[config.mk]
export PLATFORM = sky130hd
export DESIGN_NAME = relay_command_supervisor
export DESIGN_NICKNAME = d
export VERILOG_FILES = /design/src/rtl/rcs_pkg.sv /design/src/rtl/rcs_cfg.sv /design/src/rtl/rcs_core.sv /design/src/rtl/rcs_out.sv /design/src/rtl/relay_command_supervisor.sv
export VERILOG_INCLUDE_DIRS = /design/src /design/src/rtl
export SDC_FILE = /design/constraint.sdc
export NUM_CORES = 1
export LEC_CHECK = 0
export CAP_MARGIN = 10
export CELL_PAD_IN_SITES_DETAIL_PLACEMENT = 0
export CELL_PAD_IN_SITES_GLOBAL_PLACEMENT = 1
export CORE_MARGIN = 2
export CORE_UTILIZATION = 30
export DETAILED_ROUTE_END_ITERATION = 10
export DONT_BUFFER_PORTS = 1
export PLACE_DENSITY = 0.64
export SYNTH_ARGS = -nofsm -noshare
export SYNTH_HDL_FRONTEND = slang
export SYNTH_SLANG_ARGS = --single-unit
export TNS_END_PERCENT = 1
[constraint.sdc]
create_clock -name clk -period 4.7 [get_ports clk]
set_clock_uncertainty 0.15 [all_clocks]
set_input_delay 0.705 -clock clk [delete_from_list [all_inputs] [get_ports clk]]
set_output_delay 0.705 -clock clk [all_outputs]
set_load 0.03 [all_outputs]
[src/rtl/relay_command_supervisor_macros.svh]
// Assertion macros for the relay command supervisor.
// Used by rcs_core; the bodies drop out when SYNTHESIS is set.
`ifndef RELAY_COMMAND_SUPERVISOR_MACROS_SVH
`define RELAY_COMMAND_SUPERVISOR_MACROS_SVH
`ifndef SYNTHESIS
`define RCS_ASSERT(lbl, clk, rstn, prop, msg) \
    lbl: assert property (@(posedge clk) disable iff (!rstn) (prop)) else $error(msg);
`define RCS_ASSERT_IMP(lbl, clk, rstn, ante, cons, msg) \
    lbl: assert property (@(posedge clk) disable iff (!rstn) (ante) |-> (cons)) \
        else $error(msg);
`define RCS_ASSERT_NXT(lbl, clk, rstn, ante, cons, msg) \
    lbl: assert property (@(posedge clk) disable iff (!rstn) (ante) |=> (cons)) \
        else $error(msg);
`else
`define RCS_ASSERT(lbl, clk, rstn, prop, msg)
`define RCS_ASSERT_IMP(lbl, clk, rstn, ante, cons, msg)
`define RCS_ASSERT_NXT(lbl, clk, rstn, ante, cons, msg)
`endif
`endif

[src/rtl/rcs_pkg.sv]
// Package for the relay command supervisor: types, codes and reset values.
// Used by every module of the block; depends on nothing.
`timescale 1ns / 1ps

package rcs_pkg;

    localparam int RETRY_PERIOD_DEF = 100;

    localparam int IN_TDATA_W  = 24;
    localparam int OUT_TDATA_W = 8;
    localparam int PADDR_W     = 5;

    localparam logic [12:0] INIT_TICKS_RST       = 13'd6000;
    localparam logic [13:0] TIMEOUT_TICKS_RST    = 14'd10000;
    localparam logic [12:0] HOLD_OPEN_TICKS_RST  = 13'd4000;
    localparam logic [12:0] HOLD_OTHER_TICKS_RST = 13'd1000;
    localparam logic [5:0]  DISPATCH_TICKS_RST   = 6'd50;

    localparam logic [12:0] HOLD_MAX = 13'h1FFF;

    // register indexes, taken from paddr[4:2]
    localparam logic [2:0] REG_INIT_TICKS       = 3'd0;
    localparam logic [2:0] REG_TIMEOUT_TICKS    = 3'd1;
    localparam logic [2:0] REG_HOLD_OPEN_TICKS  = 3'd2;
    localparam logic [2:0] REG_HOLD_OTHER_TICKS = 3'd3;
    localparam logic [2:0] REG_DISPATCH_TICKS   = 3'd4;

    localparam logic [1:0] MODE_NONE  = 2'd0;
    localparam logic [1:0] MODE_OPEN  = 2'd1;
    localparam logic [1:0] MODE_STOP  = 2'd2;

    typedef enum logic [2:0] {
        RS_IDLE     = 3'd0,
        RS_INVALID  = 3'd1,
        RS_RUNNING  = 3'd2,
        RS_FINISHED = 3'd3,
        RS_TIMEOUT  = 3'd4
    } run_state_t;

    typedef struct packed {
        logic        cmd_enable;
        logic [15:0] cmd_serial;
        logic [1:0]  cmd_mode;
        logic        fb_update;
        logic [1:0]  fb_mode;
    } in_t;

    typedef struct packed {
        logic [12:0] init_ticks;
        logic [13:0] timeout_ticks;
        logic [12:0] hold_open_ticks;
        logic [12:0] hold_other_ticks;
        logic [5:0]  dispatch_ticks;
    } cfg_t;

    typedef struct packed {
        logic       send_now;
        logic       send_write;
        logic [1:0] send_mode;
        run_state_t run_state;
        logic       ready_res;
    } res_t;

endpackage

[src/rtl/rcs_cfg.sv]
// Configuration registers behind the APB-style port, with read back.
// Also keeps timeout_ticks modulo the retry period; depends on rcs_pkg.
`timescale 1ns / 1ps

module rcs_cfg #(
    parameter int RETRY_PERIOD = rcs_pkg::RETRY_PERIOD_DEF,
    localparam int PH_W = $clog2(RETRY_PERIOD)
) (
    input  logic                        clk,
    input  logic                        rst_n,
    input  logic                        psel,
    input  logic                        penable,
    input  logic                        pwrite,
    input  logic [rcs_pkg::PADDR_W-1:0] paddr,
    input  logic [31:0]                 pwdata,
    output logic [31:0]                 prdata,
    output rcs_pkg::cfg_t               cfg,
    output logic [PH_W-1:0]             timeout_phase
);

    // reciprocal for the remainder of a 14-bit value
    localparam int MOD_S = 14;
    localparam int MOD_M = (2 ** MOD_S) / RETRY_PERIOD;
    localparam logic [PH_W-1:0] PHASE_RST =
        PH_W'(int'(rcs_pkg::TIMEOUT_TICKS_RST) % RETRY_PERIOD);

    rcs_pkg::cfg_t   cfg_reg;
    logic [PH_W-1:0] phase_reg;
    logic            wr_en;
    logic [2:0]      idx;
    logic [13:0]     wr_val;
    logic [26:0]     prod;
    logic [13:0]     q_est;
    logic [13:0]     rem;
    logic [13:0]     rem_fix;

    assign wr_en  = psel && penable && pwrite;
    assign idx    = paddr[4:2];
    assign wr_val = pwdata[13:0];

    // quotient estimate is exact or one short; one subtract fixes the remainder
    assign prod    = 27'(wr_val) * 27'(MOD_M);
    assign q_est   = {1'b0, prod[26:14]};
    assign rem     = wr_val - 14'(q_est * 14'(RETRY_PERIOD));
    assign rem_fix = (rem >= 14'(RETRY_PERIOD)) ? rem - 14'(RETRY_PERIOD) : rem;

    always_ff @(posedge clk or negedge rst_n)
    begin
        if (!rst_n)
        begin
            cfg_reg.init_ticks       <= rcs_pkg::INIT_TICKS_RST;
            cfg_reg.timeout_ticks    <= rcs_pkg::TIMEOUT_TICKS_RST;
            cfg_reg.hold_open_ticks  <= rcs_pkg::HOLD_OPEN_TICKS_RST;
            cfg_reg.hold_other_ticks <= rcs_pkg::HOLD_OTHER_TICKS_RST;
            cfg_reg.dispatch_ticks   <= rcs_pkg::DISPATCH_TICKS_RST;
            phase_reg                <= PHASE_RST;
        end
        else if (wr_en)
        begin
            case (idx)
                rcs_pkg::REG_INIT_TICKS:       cfg_reg.init_ticks <= pwdata[12:0];
                rcs_pkg::REG_TIMEOUT_TICKS:
                begin
                    cfg_reg.timeout_ticks <= wr_val;
                    phase_reg             <= rem_fix[PH_W-1:0];
                end
                rcs_pkg::REG_HOLD_OPEN_TICKS:  cfg_reg.hold_open_ticks <= pwdata[12:0];
                rcs_pkg::REG_HOLD_OTHER_TICKS: cfg_reg.hold_other_ticks <= pwdata[12:0];
                rcs_pkg::REG_DISPATCH_TICKS:   cfg_reg.dispatch_ticks <= pwdata[5:0];
                default: ;
            endcase
        end
    end

    always_comb
    begin
        case (idx)
            rcs_pkg::REG_INIT_TICKS:       prdata = 32'(cfg_reg.init_ticks);
            rcs_pkg::REG_TIMEOUT_TICKS:    prdata = 32'(cfg_reg.timeout_ticks);
            rcs_pkg::REG_HOLD_OPEN_TICKS:  prdata = 32'(cfg_reg.hold_open_ticks);
            rcs_pkg::REG_HOLD_OTHER_TICKS: prdata = 32'(cfg_reg.hold_other_ticks);
            rcs_pkg::REG_DISPATCH_TICKS:   prdata = 32'(cfg_reg.dispatch_ticks);
            default:                       prdata = '0;
        endcase
    end

    assign cfg           = cfg_reg;
    assign timeout_phase = phase_reg;

endmodule

[src/rtl/rcs_core.sv]
// Supervisor state and its one-tick update: power-up, runs, retries, hold,
// timeout, idle polling and dispatch. Depends on rcs_pkg and the macro header.
`timescale 1ns / 1ps
`include "relay_command_supervisor_macros.svh"

module rcs_core #(
    parameter int RETRY_PERIOD = rcs_pkg::RETRY_PERIOD_DEF,
    localparam int PH_W = $clog2(RETRY_PERIOD)
) (
    input  logic              clk,
    input  logic              rst_n,
    input  logic              accept,
    input  rcs_pkg::in_t      in_item,
    input  rcs_pkg::cfg_t     cfg,
    input  logic [PH_W-1:0]   timeout_phase,
    output rcs_pkg::res_t     res
);

    localparam int IDLE_W = $clog2(RETRY_PERIOD + 1);
    localparam logic [PH_W-1:0]   PH_LAST   = PH_W'(RETRY_PERIOD - 1);
    localparam logic [PH_W-1:0]   PH_HALF   = PH_W'(RETRY_PERIOD / 2);
    localparam logic [IDLE_W-1:0] IDLE_TOP  = IDLE_W'(RETRY_PERIOD);
    localparam logic [IDLE_W-1:0] IDLE_HALF = IDLE_W'(RETRY_PERIOD / 2);

    logic                init_done_reg,   init_done_next;
    logic [12:0]         init_count_reg,  init_count_next;
    logic [5:0]          disp_count_reg,  disp_count_next;
    logic [IDLE_W-1:0]   idle_phase_reg,  idle_phase_next;
    logic [15:0]         last_serial_reg, last_serial_next;
    rcs_pkg::run_state_t run_code_reg,    run_code_next;
    logic [13:0]         timeout_left_reg, timeout_left_next;
    logic [PH_W-1:0]     tphase_reg,      tphase_next;
    logic [12:0]         hold_count_reg,  hold_count_next;
    logic [12:0]         hold_limit_reg,  hold_limit_next;
    logic [1:0]          active_mode_reg, active_mode_next;
    logic [1:0]          seen_mode_reg,   seen_mode_next;
    logic                pend_write_reg,  pend_write_next;
    logic [1:0]          pend_mode_reg,   pend_mode_next;
    logic                hold_done;
    logic                send;

    always_comb
    begin
        init_done_next    = init_done_reg;
        init_count_next   = init_count_reg;
        idle_phase_next   = idle_phase_reg;
        last_serial_next  = last_serial_reg;
        run_code_next     = run_code_reg;
        timeout_left_next = timeout_left_reg;
        tphase_next       = tphase_reg;
        hold_count_next   = hold_count_reg;
        hold_limit_next   = hold_limit_reg;
        active_mode_next  = active_mode_reg;
        seen_mode_next    = seen_mode_reg;
        pend_write_next   = pend_write_reg;
        pend_mode_next    = pend_mode_reg;
        hold_done         = 1'b0;

        // fresh feedback lands first, also during power-up
        if (in_item.fb_update)
            seen_mode_next = in_item.fb_mode;

        if (!init_done_reg)
        begin
            if (init_count_reg < cfg.init_ticks)
                init_count_next = init_count_reg + 13'd1;
            else
            begin
                init_count_next = '0;
                init_done_next  = 1'b1;
            end
            pend_write_next = 1'b1;
            pend_mode_next  = rcs_pkg::MODE_OPEN;
        end
        else
        begin
            if (!in_item.cmd_enable)
                last_serial_next = '0;
            if (in_item.cmd_enable && (in_item.cmd_serial != last_serial_reg))
            begin
                last_serial_next = in_item.cmd_serial;
                hold_count_next  = '0;
                if (in_item.cmd_serial == '0)
                    run_code_next = rcs_pkg::RS_INVALID;
                else
                begin
                    run_code_next     = rcs_pkg::RS_RUNNING;
                    timeout_left_next = cfg.timeout_ticks;
                    tphase_next       = timeout_phase;
                    hold_limit_next   = (in_item.cmd_mode == rcs_pkg::MODE_OPEN) ?
                                        cfg.hold_open_ticks : cfg.hold_other_ticks;
                    active_mode_next  = in_item.cmd_mode;
                    seen_mode_next    = rcs_pkg::MODE_NONE;
                end
            end

            if (run_code_next == rcs_pkg::RS_RUNNING)
            begin
                if (timeout_left_next != '0)
                begin
                    // tphase tracks timeout_left modulo the retry period
                    timeout_left_next = timeout_left_next - 14'd1;
                    tphase_next = (tphase_next == '0) ? PH_LAST : tphase_next - PH_W'(1);
                    if (active_mode_next != seen_mode_next)
                    begin
                        if (tphase_next == '0)
                        begin
                            pend_write_next = 1'b1;
                            pend_mode_next  = active_mode_next;
                        end
                        else if (tphase_next == PH_HALF)
                        begin
                            pend_write_next = 1'b0;
                            pend_mode_next  = rcs_pkg::MODE_NONE;
                        end
                    end
                    else
                    begin
                        hold_done = (hold_count_next >= hold_limit_next);
                        if (hold_count_next != rcs_pkg::HOLD_MAX)
                            hold_count_next = hold_count_next + 13'd1;
                        pend_write_next = 1'b0;
                        pend_mode_next  = rcs_pkg::MODE_NONE;
                        if (hold_done)
                            run_code_next = rcs_pkg::RS_FINISHED;
                    end
                end
                else
                begin
                    pend_write_next = 1'b0;
                    pend_mode_next  = rcs_pkg::MODE_NONE;
                    run_code_next   = rcs_pkg::RS_TIMEOUT;
                end
            end
            else
            begin
                idle_phase_next = (idle_phase_reg < IDLE_TOP) ?
                                  idle_phase_reg + IDLE_W'(1) : '0;
                if ((idle_phase_next == '0) || (idle_phase_next == IDLE_TOP))
                begin
                    pend_write_next = 1'b0;
                    pend_mode_next  = rcs_pkg::MODE_NONE;
                end
                else if ((idle_phase_next == IDLE_HALF) &&
                         (seen_mode_next == rcs_pkg::MODE_OPEN))
                begin
                    pend_write_next = 1'b1;
                    pend_mode_next  = rcs_pkg::MODE_STOP;
                end
            end
        end
    end

    assign send            = (disp_count_reg >= cfg.dispatch_ticks);
    assign disp_count_next = send ? '0 : disp_count_reg + 6'd1;

    assign res.send_now   = send;
    assign res.send_write = pend_write_next;
    assign res.send_mode  = pend_mode_next;
    assign res.run_state  = run_code_next;
    assign res.ready_res  = init_done_next;

    always_ff @(posedge clk or negedge rst_n)
    begin
        if (!rst_n)
        begin
            init_done_reg    <= 1'b0;
            init_count_reg   <= '0;
            disp_count_reg   <= '0;
            idle_phase_reg   <= '0;
            last_serial_reg  <= '0;
            run_code_reg     <= rcs_pkg::RS_IDLE;
            timeout_left_reg <= '0;
            tphase_reg       <= '0;
            hold_count_reg   <= '0;
            hold_limit_reg   <= '0;
            active_mode_reg  <= rcs_pkg::MODE_NONE;
            seen_mode_reg    <= rcs_pkg::MODE_NONE;
            pend_write_reg   <= 1'b0;
            pend_mode_reg    <= rcs_pkg::MODE_NONE;
        end
        else if (accept)
        begin
            init_done_reg    <= init_done_next;
            init_count_reg   <= init_count_next;
            disp_count_reg   <= disp_count_next;
            idle_phase_reg   <= idle_phase_next;
            last_serial_reg  <= last_serial_next;
            run_code_reg     <= run_code_next;
            timeout_left_reg <= timeout_left_next;
            tphase_reg       <= tphase_next;
            hold_count_reg   <= hold_count_next;
            hold_limit_reg   <= hold_limit_next;
            active_mode_reg  <= active_mode_next;
            seen_mode_reg    <= seen_mode_next;
            pend_write_reg   <= pend_write_next;
            pend_mode_reg    <= pend_mode_next;
        end
    end

    `RCS_ASSERT_IMP(a_run_after_init, clk, rst_n, run_code_reg != rcs_pkg::RS_IDLE, init_done_reg, "run state left idle during power-up")
    `RCS_ASSERT_IMP(a_timeout_spent, clk, rst_n, run_code_reg == rcs_pkg::RS_TIMEOUT, timeout_left_reg == '0, "timed out with ticks left")
    `RCS_ASSERT_NXT(a_init_request, clk, rst_n, accept && !init_done_reg, pend_write_reg && (pend_mode_reg == rcs_pkg::MODE_OPEN), "power-up request is not write OPEN")
    `RCS_ASSERT(a_phase_range, clk, rst_n, (tphase_reg <= PH_LAST) && (idle_phase_reg <= IDLE_TOP), "retry or idle phase out of range")

endmodule

[src/rtl/rcs_out.sv]
// Result register between the update logic and the output stream.
// Takes a new item while the held result is being taken; depends on rcs_pkg.
`timescale 1ns / 1ps

module rcs_out (
    input  logic          clk,
    input  logic          rst_n,
    input  logic          s_tvalid,
    output logic          s_tready,
    output logic          accept,
    input  rcs_pkg::res_t res_in,
    output logic          m_tvalid,
    input  logic          m_tready,
    output rcs_pkg::res_t res_out
);

    logic          valid_reg;
    rcs_pkg::res_t res_reg;

    assign s_tready = !valid_reg || m_tready;
    assign accept   = s_tvalid && s_tready;

    always_ff @(posedge clk or negedge rst_n)
    begin
        if (!rst_n)
            valid_reg <= 1'b0;
        else if (s_tready)
            valid_reg <= s_tvalid;
    end

    // payload needs no reset
    always_ff @(posedge clk)
    begin
        if (accept)
            res_reg <= res_in;
    end

    assign m_tvalid = valid_reg;
    assign res_out  = res_reg;

endmodule

[src/rtl/relay_command_supervisor.sv]
// Relay command supervisor: one result item for every input item (one tick).
// Latency: result valid on the cycle after the input item is accepted.
// Throughput: one item per cycle while m_tready is high; the single result register frees as it is taken.
// Reset (rst_n low, async): core state and output valid cleared, run state idle,
// power-up phase restarted, configuration registers back to their defaults.
`timescale 1ns / 1ps

module relay_command_supervisor #(
    parameter int RETRY_PERIOD = rcs_pkg::RETRY_PERIOD_DEF
) (
    input  logic                            clk,
    input  logic                            rst_n,
    input  logic                            s_tvalid,
    output logic                            s_tready,
    // [0] cmd_enable, [16:1] cmd_serial, [18:17] cmd_mode, [19] fb_update,
    // [21:20] fb_mode, [23:22] zero
    input  logic [rcs_pkg::IN_TDATA_W-1:0]  s_tdata,
    output logic                            m_tvalid,
    input  logic                            m_tready,
    // [0] send_now, [1] send_write, [3:2] send_mode, [6:4] run_state, [7] ready_res
    output logic [rcs_pkg::OUT_TDATA_W-1:0] m_tdata,
    input  logic                            psel,
    input  logic                            penable,
    input  logic                            pwrite,
    input  logic [rcs_pkg::PADDR_W-1:0]     paddr,
    input  logic [31:0]                     pwdata,
    output logic [31:0]                     prdata,
    output logic                            pready
);

    localparam int PH_W = $clog2(RETRY_PERIOD);

    rcs_pkg::in_t    in_item;
    rcs_pkg::cfg_t   cfg;
    rcs_pkg::res_t   res_next;
    rcs_pkg::res_t   res_q;
    logic [PH_W-1:0] timeout_phase;
    logic            accept;

    assign pready = 1'b1;

    assign in_item.cmd_enable = s_tdata[0];
    assign in_item.cmd_serial = s_tdata[16:1];
    assign in_item.cmd_mode   = s_tdata[18:17];
    assign in_item.fb_update  = s_tdata[19];
    assign in_item.fb_mode    = s_tdata[21:20];

    rcs_cfg #(
        .RETRY_PERIOD (RETRY_PERIOD)
    ) u_cfg (
        .clk           (clk),
        .rst_n         (rst_n),
        .psel          (psel),
        .penable       (penable),
        .pwrite        (pwrite),
        .paddr         (paddr),
        .pwdata        (pwdata),
        .prdata        (prdata),
        .cfg           (cfg),
        .timeout_phase (timeout_phase)
    );

    rcs_core #(
        .RETRY_PERIOD (RETRY_PERIOD)
    ) u_core (
        .clk           (clk),
        .rst_n         (rst_n),
        .accept        (accept),
        .in_item       (in_item),
        .cfg           (cfg),
        .timeout_phase (timeout_phase),
        .res           (res_next)
    );

    rcs_out u_out (
        .clk      (clk),
        .rst_n    (rst_n),
        .s_tvalid (s_tvalid),
        .s_tready (s_tready),
        .accept   (accept),
        .res_in   (res_next),
        .m_tvalid (m_tvalid),
        .m_tready (m_tready),
        .res_out  (res_q)
    );

    assign m_tdata = {res_q.ready_res, res_q.run_state, res_q.send_mode,
                      res_q.send_write, res_q.send_now};

endmodule
==> flow_summary.toml, run 1 <==
[logic_synthesis]
avgSynthCellArea_um2 = 9.406
synth_cells = 1394
syn-cell-area_um2 = 13110
ys.flop_type = "dfrtp_1"
ys_seq_elements = 173
synth_warnings = 0
synthArstFlopShare_pct = 95.38
synth-seq-area-share_pct = 33.58
ys_types = 84
synth_edf_count = 8

[floorplan]
start_util_pct = 30.44
fp.dieW_um = 213.1
core_area_um2 = 43080
fp.dieH_um = 213.1
fp-row-count = 76
die_area_um2 = 45400
ios = 111

[global_routing]
grt_pass1_wl_mm = 56.64
track_usage_pct = 16.17
grt_pass1_vias = 10250
met2_usage_pct = 25.47
gr-total-overflow = 0
met1_usage_pct = 22.32
grt_max_degree = 166
use_met3_pct = 3.501
top_usage_layer = "met2"
grt_antenna_before_repair = 2

[run]
cap_viol_max_count = 0

[setup_path]
critPathArrivalTime_ns = 7.40
critPathMaxFanout = 9
slowest_stage = "fa_2"
startpoint_type = "input pin"
cpPeakStageDelay_ns = 0.57
worstSetupPathType = "in -> reg"
worst_ep_required_time_ns = 4.89
cp-end-kind = "register"

[sta]
setup_tns_ns = -12.27
layout_min_cycle_time_ns = 7.207
final_hold_viol_count = 0
tightest_slew_ns = 1.158
fin_crit_sh_pct = 153.3
drv_slew = 0
clock.fmax_mhz = 138.8
setup_ws_ns = -2.507
maxSlewHeadroom_pct = 22.53
grt_setup_unrepaired = "true"
setup-violations-final = 5

[finish]
fin_area_um2 = 15470
largest_reg_flops = 57
layout-drive-gt1-share_pct = 21.75
nFillCells = 4425
nets = 1704
area_growth_pct = 17.97

[clock_tree]
clock_path_buffers = 2
clk_pin_slew_worst_paths_ns = 0.08
cts_sinks = 173
cts_made_buffers = 17
cts_tree = "done"
h-tree-depth = 4
root_buffer = "clkbuf_16"
clock_latency_ns = 0.45

[drt]
ant_nets = 0
drtIter0Drc = 569
routed-via-count = 10434
vias_per_cell = 5.038
avgRoutedWirePerCell_um = 17.16
drc = 0
finalWirelength_mm = 35.53
firstDrtPassIters = 5

[power_and_ir_drop]
power_density_nw_per_um2 = 861.7
report.power.total_mw = 13.33
p_leak_nw = 6.839
vdd_ir_drop_max_uv = 1157

[place]
post-dp-hpwl_mm = 26.32
place_congestion = 0.8089
io_buffer_count = 0
dpl_worst_slack_ns = -3.280
postPlaceCellArea_um2 = 14560

[outcome]
violations = "negative setup slack"
status = "complete, but fails checks"

[hold_path]
min_path_type = "in -> async"
==> cells by family (layout without fill, tap and decap cells) <==
logic type,after synthesis,after routing,share of synthesized area (%)
and+or+nand+nor,415,415,15.50
AOI/OAI and AO/OA,308,308,15.06
DFF,173,173,33.58
adders and majority gates,164,164,16.74
buffers and inverters,160,234,5.353
muxes,96,96,8.588
xor gates and xnor gates,76,76,5.134
other,2,20,0.05727
==> final timing paths <==
| path | from | endpoint | slack (ns) | depth (start not counted) |
|---|---|---|---|---|
| max | pwdata[6] | u_cfg.timeout_phase[5]$_DFFE_PN0P_ | -2.51 | 31 |
| min | rst_n | u_core.last_serial_reg[11]$_DFFE_PN0P_ | 0.01 | 1 |
| max reg2reg | u_core.last_serial_reg[11]$_DFFE_PN0P_ | u_out.res_out[5]$_DFFE_PP_ | 0.42 | 14 |
| min reg2reg | u_core.seen_mode_reg[1]$_DFFE_PN0P_ | u_core.seen_mode_reg[1]$_DFFE_PN0P_ | 0.33 | 2 |
| max in group asynchronous | rst_n | u_cfg.cfg[2]$_DFFE_PN0P_ | 3.51 | 1 |
| min in group clk | pwdata[10] | u_cfg.cfg[56]$_DFFE_PN1P_ | 0.21 | 2 |
==> power breakdown <==
group | switching (mW) | internal [mW]
Combinational | 4.74 | 4.98
Clock | 0.715 | 0.739
Sequential | 0.309 | 1.84
==> final cells by class <==
class | instances | area, µm² | area share, %
antenna | 1 | 2.502 | 0.01618
clock buffer | 18 | 450.4 | 2.912
clock inverter | 14 | 143.9 | 0.9302
inverter | 90 | 337.8 | 2.184
multi-input combinational | 1078 | 8534 | 55.17
sequential | 173 | 4403 | 28.46
tap | 585 | 732.0 | 4.732
timing repair buffer | 112 | 864.6 | 5.589
==> per-layer routing <==
metal	routed length (µm)	vias up
li1	-	5092
met1	17230	5105
met2	15860	207
met3	1917	30
met4	520	0
met5	0	-
==> cell usage in the layout (no fill, tap or decap), types with 20 or more instances in the layout <==
cell type  Yosys  final
nor2b_1       25     22
mux2i_1       30     30
inv_1         90     84
dfstp_2       27     27
dfrtp_1      138    138
ha_4           0     25
o21ai_0      108    103
xor2_1        26     25
xnor2_1       49     49
nand2b_1      20     20
mux2_2        58     58
nor2_1        85     84
ha_1         145    119
nand3_1       29     29
buf_4         19    110
nand2_1      144    143
a21oi_1       66     58
==> worst max-delay path: cells and delay by family <==
family | cells | cell delay (ns)
adder cells (fa/ha/maj) | 10 | 3.22
buffers and inverters | 4 | 0.56
XOR/XNOR | 2 | 0.28
AO/OA/AOI/OAI | 11 | 1.96
AND/OR/NAND/NOR | 4 | 0.68
==> synthesized netlist by cell type (all sizes together), types with 9 or more instances <==
cell,n,area share [%]
and3,12,0.57
clkbuf,39,1.1
a31oi,15,0.72
ha,145,14
nand4,20,1.0
a22oi,13,0.74
nor2b,25,1.2
a21oi,67,2.6
xor2,26,1.7
dfrtp,138,26
mux2,59,5.1
mux2i,30,2.3
inv,90,2.6
dfstp,27,5.4
nand2,146,4.3
xnor2,50,3.4
fa,19,2.9
a22o,18,1.2
nor3,14,0.53
a21o,13,0.74
nand2b,20,0.95
nand3,29,1.1
o22ai,9,0.43
nor2,86,2.5
buf,31,1.7
o21ai,110,4.2
and2,19,0.91
==> per-stage QoR <==
stage | instances | utilization (%) | hold WS [ns]
3_5_place_dp | 2028 | 33.80 | 0.2641
2_1_floorplan | 1411 | - | 0.2594
5_1_grt | 2070 | 35.90 | 0.1634
4_1_cts | 2066 | 35.62 | 0.1719
3_3_place_gp | 2028 | 33.80 | 0.2633
6_report | 2071 | 35.91 | 0.01181
==> timing repair <==
action                                  CTS  global route
endpoints found under the setup margin    5             5
pin swaps                                35            25
setup buffers                             5             4
hold buffers                              1             0
gates resized for setup                  22            15
endpoints found under the hold margin   165             0
Power figures use the tool's default switching activity.
==> run 2, diff against run 1 <==
--- a/config.mk
+++ b/config.mk
@@ -6,6 +6,7 @@
 export SDC_FILE = /design/constraint.sdc
 export NUM_CORES = 1
 export LEC_CHECK = 0
+export ABC_AREA = 1
 export CAP_MARGIN = 10
 export CELL_PAD_IN_SITES_DETAIL_PLACEMENT = 0
 export CELL_PAD_IN_SITES_GLOBAL_PLACEMENT = 1
@@ -13,7 +14,7 @@
 export CORE_UTILIZATION = 30
 export DETAILED_ROUTE_END_ITERATION = 10
 export DONT_BUFFER_PORTS = 1
-export PLACE_DENSITY = 0.64
+export PLACE_DENSITY_LB_ADDON = 0.1
 export SYNTH_ARGS = -nofsm -noshare
 export SYNTH_HDL_FRONTEND = slang
 export SYNTH_SLANG_ARGS = --single-unit
==> run 2 against run 1 <==
Count of clock-buffer cells in the layout stayed put. Wire length is 11% higher. Critical endpoint is now u_cfg.timeout_phase[3]$_DFFE_PN0P_. Fmax grew 7.4%. The run ends with negative hold slack, negative setup slack left. Highest routed layer unchanged.
==> flow_summary.toml, run 2 <==
[finish]
largest_reg_flops = 57
regArea_um2 = 4403
final_cell_mix = "490 x nand2_1, 263 x inv_1, 138 x dfrtp_1"
n_antenna_cell = 0
multi_input_area_um2 = 8197
nets = 2131
final_common_cell = "nand2_1"
nFillCells = 4805
finalNonFillerCells = 2512
area_growth_pct = 16.30
layout-drive-gt1-share_pct = 14.59

[setup_path]
cpPeakStageDelay_ns = 0.50
slowest_stage = "fa_1"
worst_ep_required_time_ns = 4.92
cp-end-kind = "register"
cpMostUsedCell = "nand3_1"
worstSetupPathType = "in -> reg"
critPathMaxFanout = 6
critPathArrivalTime_ns = 6.93
r2r_setup_slack_ns = 1.08
startpoint_type = "input pin"

[sta]
tightest_slew_ns = 1.061
setup-violations-final = 5
fin_crit_sh_pct = 142.8
drv_slew = 0
maxSlewHeadroom_pct = 29.25
grt_setup_unrepaired = "true"
final_hold_viol_count = 1
whs_ns = -0.003312
clock.fmax_mhz = 149.0
setup_ws_ns = -2.010
layout_min_cycle_time_ns = 6.710

[clock_tree]
cts_sinks = 173
clk_pin_slew_worst_paths_ns = 0.07
clock_path_buffers = 2
cts_made_buffers = 17
root_buffer = "clkbuf_16"
h-tree-depth = 4
cts_tree = "done"
clock_latency_ns = 0.49

[logic_synthesis]
synth-seq-area-share_pct = 32.38
synth_top_cell_area_share_pct = 25.40
synthMostInstantiatedCell = "nand2_1"
synth_area_leaders = "dfrtp_1 25%, nand2_1 14%, ha_1 13%"
ys_seq_elements = 173
syn-cell-area_um2 = 13600
synth_edf_count = 8
synth_warnings = 0
ys.flop_type = "dfrtp_1"
ys_types = 56
synth_largest_area_cell = "dfrtp_1"
avgSynthCellArea_um2 = 7.467
synthArstFlopShare_pct = 95.38
synth_cells = 1821
yosys-top-cells-count = "499 x nand2_1, 267 x inv_1, 145 x ha_1, 138 x dfrtp_1, 129 x o21ai_0"

[drt]
ant_nets = 0
drc = 0
drtIter0Drc = 520
finalWirelength_mm = 39.61
avgRoutedWirePerCell_um = 15.77
routed-via-count = 11614
firstDrtPassIters = 5
vias_per_cell = 4.623

[run]
cap_viol_max_count = 0

[power_and_ir_drop]
power_density_nw_per_um2 = 915.4
p_leak_nw = 7.873
report.power.total_mw = 14.48
vdd_ir_drop_max_uv = 1039

[outcome]
status = "complete, but fails checks"
violations = "negative hold slack, negative setup slack"

[global_routing]
grt_antenna_before_repair = 1
grt_pass1_vias = 11729
gr-total-overflow = 0
track_usage_pct = 17.69
grt_max_degree = 166
grt_pass1_wl_mm = 64.77

[floorplan]
start_util_pct = 30.16
ios = 111
fp.dieW_um = 216.9
core_area_um2 = 45090
fp.dieH_um = 216.9
die_area_um2 = 47050
fp-row-count = 78

[place]
dp_cells = 2469
post-dp-hpwl_mm = 30.50
place_congestion = 0.7894
io_buffer_count = 0

[hold_path]
min_path_type = "in -> async"
==> run 2: cell count changes in the layout (fill, tap and decap cells not counted), sizes merged, moves of 25 or more <==
| cell | delta |
|---|---|
| nor2 | +38 |
| nand2 | +362 |
| xnor2 | -28 |
| o21ai | +47 |
| mux2 | -59 |
| nor2b | -25 |
| nand3 | +71 |
| inv | +194 |
==> run 2: cell type report <==
type,instances,share of cell area [%]
multi-input cells,1319,51.83
flip-flops and latches,173,27.84
inverters,284,6.757
repair buffers,104,5.064
well taps,600,4.747
clock buffers,18,2.848
clock inverters,14,0.9099
==> run 2: path summary, 6_finish.rpt <==
kind	from	end	depth (start not counted)
hold reg to reg	u_core.hold_count_reg[1]$_DFFE_PN0P_	u_core.hold_count_reg[1]$_DFFE_PN0P_	2
hold / removal	rst_n	u_core.last_serial_reg[11]$_DFFE_PN0P_	1
min in group clk	pwdata[10]	u_cfg.cfg[42]$_DFFE_PN1P_	2
setup reg to reg	u_core.last_serial_reg[10]$_DFFE_PN0P_	u_out.res_out[1]$_DFFE_PP_	20
max in group asynchronous	rst_n	u_core.idle_phase_reg[5]$_DFFE_PN0P_	1
setup / recovery	pwdata[6]	u_cfg.timeout_phase[3]$_DFFE_PN0P_	37
==> run 2: stage by stage <==
step           worst slack [ns]  area [µm²]  hold slack (ns)  setup TNS (ns)  util [%]
2_1_floorplan            -2.272       13850           0.2594          -11.19         -
3_3_place_gp             -2.584       14960           0.2631          -12.74     33.19
3_5_place_dp             -2.591       14960           0.2638          -12.82     33.19
4_1_cts                  -1.997       15670          0.09590          -9.846     34.75
5_1_grt                  -2.395       15810           0.1088          -11.87     35.07
6_report                 -2.010       15810        -0.003312          -9.945     35.07
==> run 2: where the power goes <==
group          internal [mW]  switching, mW  leakage (nW)
Sequential              1.82          0.217          2.14
Combinational           5.12           5.81          5.45
Clock                  0.779          0.723         0.288
==> run 2: kinds of logic (layout without fill, tap and decap cells) <==
| group | count (synthesis) | in the layout | share of synthesized area [%] |
|---|---|---|---|
| buf+inv | 346 | 420 | 10.44 |
| simple gates | 799 | 799 | 25.47 |
| other cells | 2 | 19 | 0.05523 |
| mux | 14 | 14 | 1.031 |
| xor+xnor | 51 | 51 | 3.285 |
| flops | 173 | 173 | 32.38 |
| compound gates | 272 | 272 | 11.20 |
| fa+ha+maj | 164 | 164 | 16.14 |
==> run 2: critical path, delay by kind of cell <==
kind / cells / cell delay [ns]
AND/OR/NAND/NOR: 10 / 0.89
buffers and inverters: 7 / 0.53
adder cells (fa/ha/maj): 10 / 3.28
AO/OA/AOI/OAI: 8 / 1.22
XOR/XNOR: 2 / 0.34
==> run 2: routing by layer <==
layer	vias to the layer above	global-route usage [%]	routed length, µm
li1	6022	-	-
met1	5424	23.33	19240
met2	131	29.05	18180
met3	37	3.117	1246
met4	0	6.393	947
met5	-	0	0
==> run 2: repair_timing <==
item,CTS,global route
hold buffers,1,0
setup endpoints to repair,5,5
pin swaps,19,27
hold endpoints to repair,165,0
buffers inserted,3,7
gates resized for setup,10,21
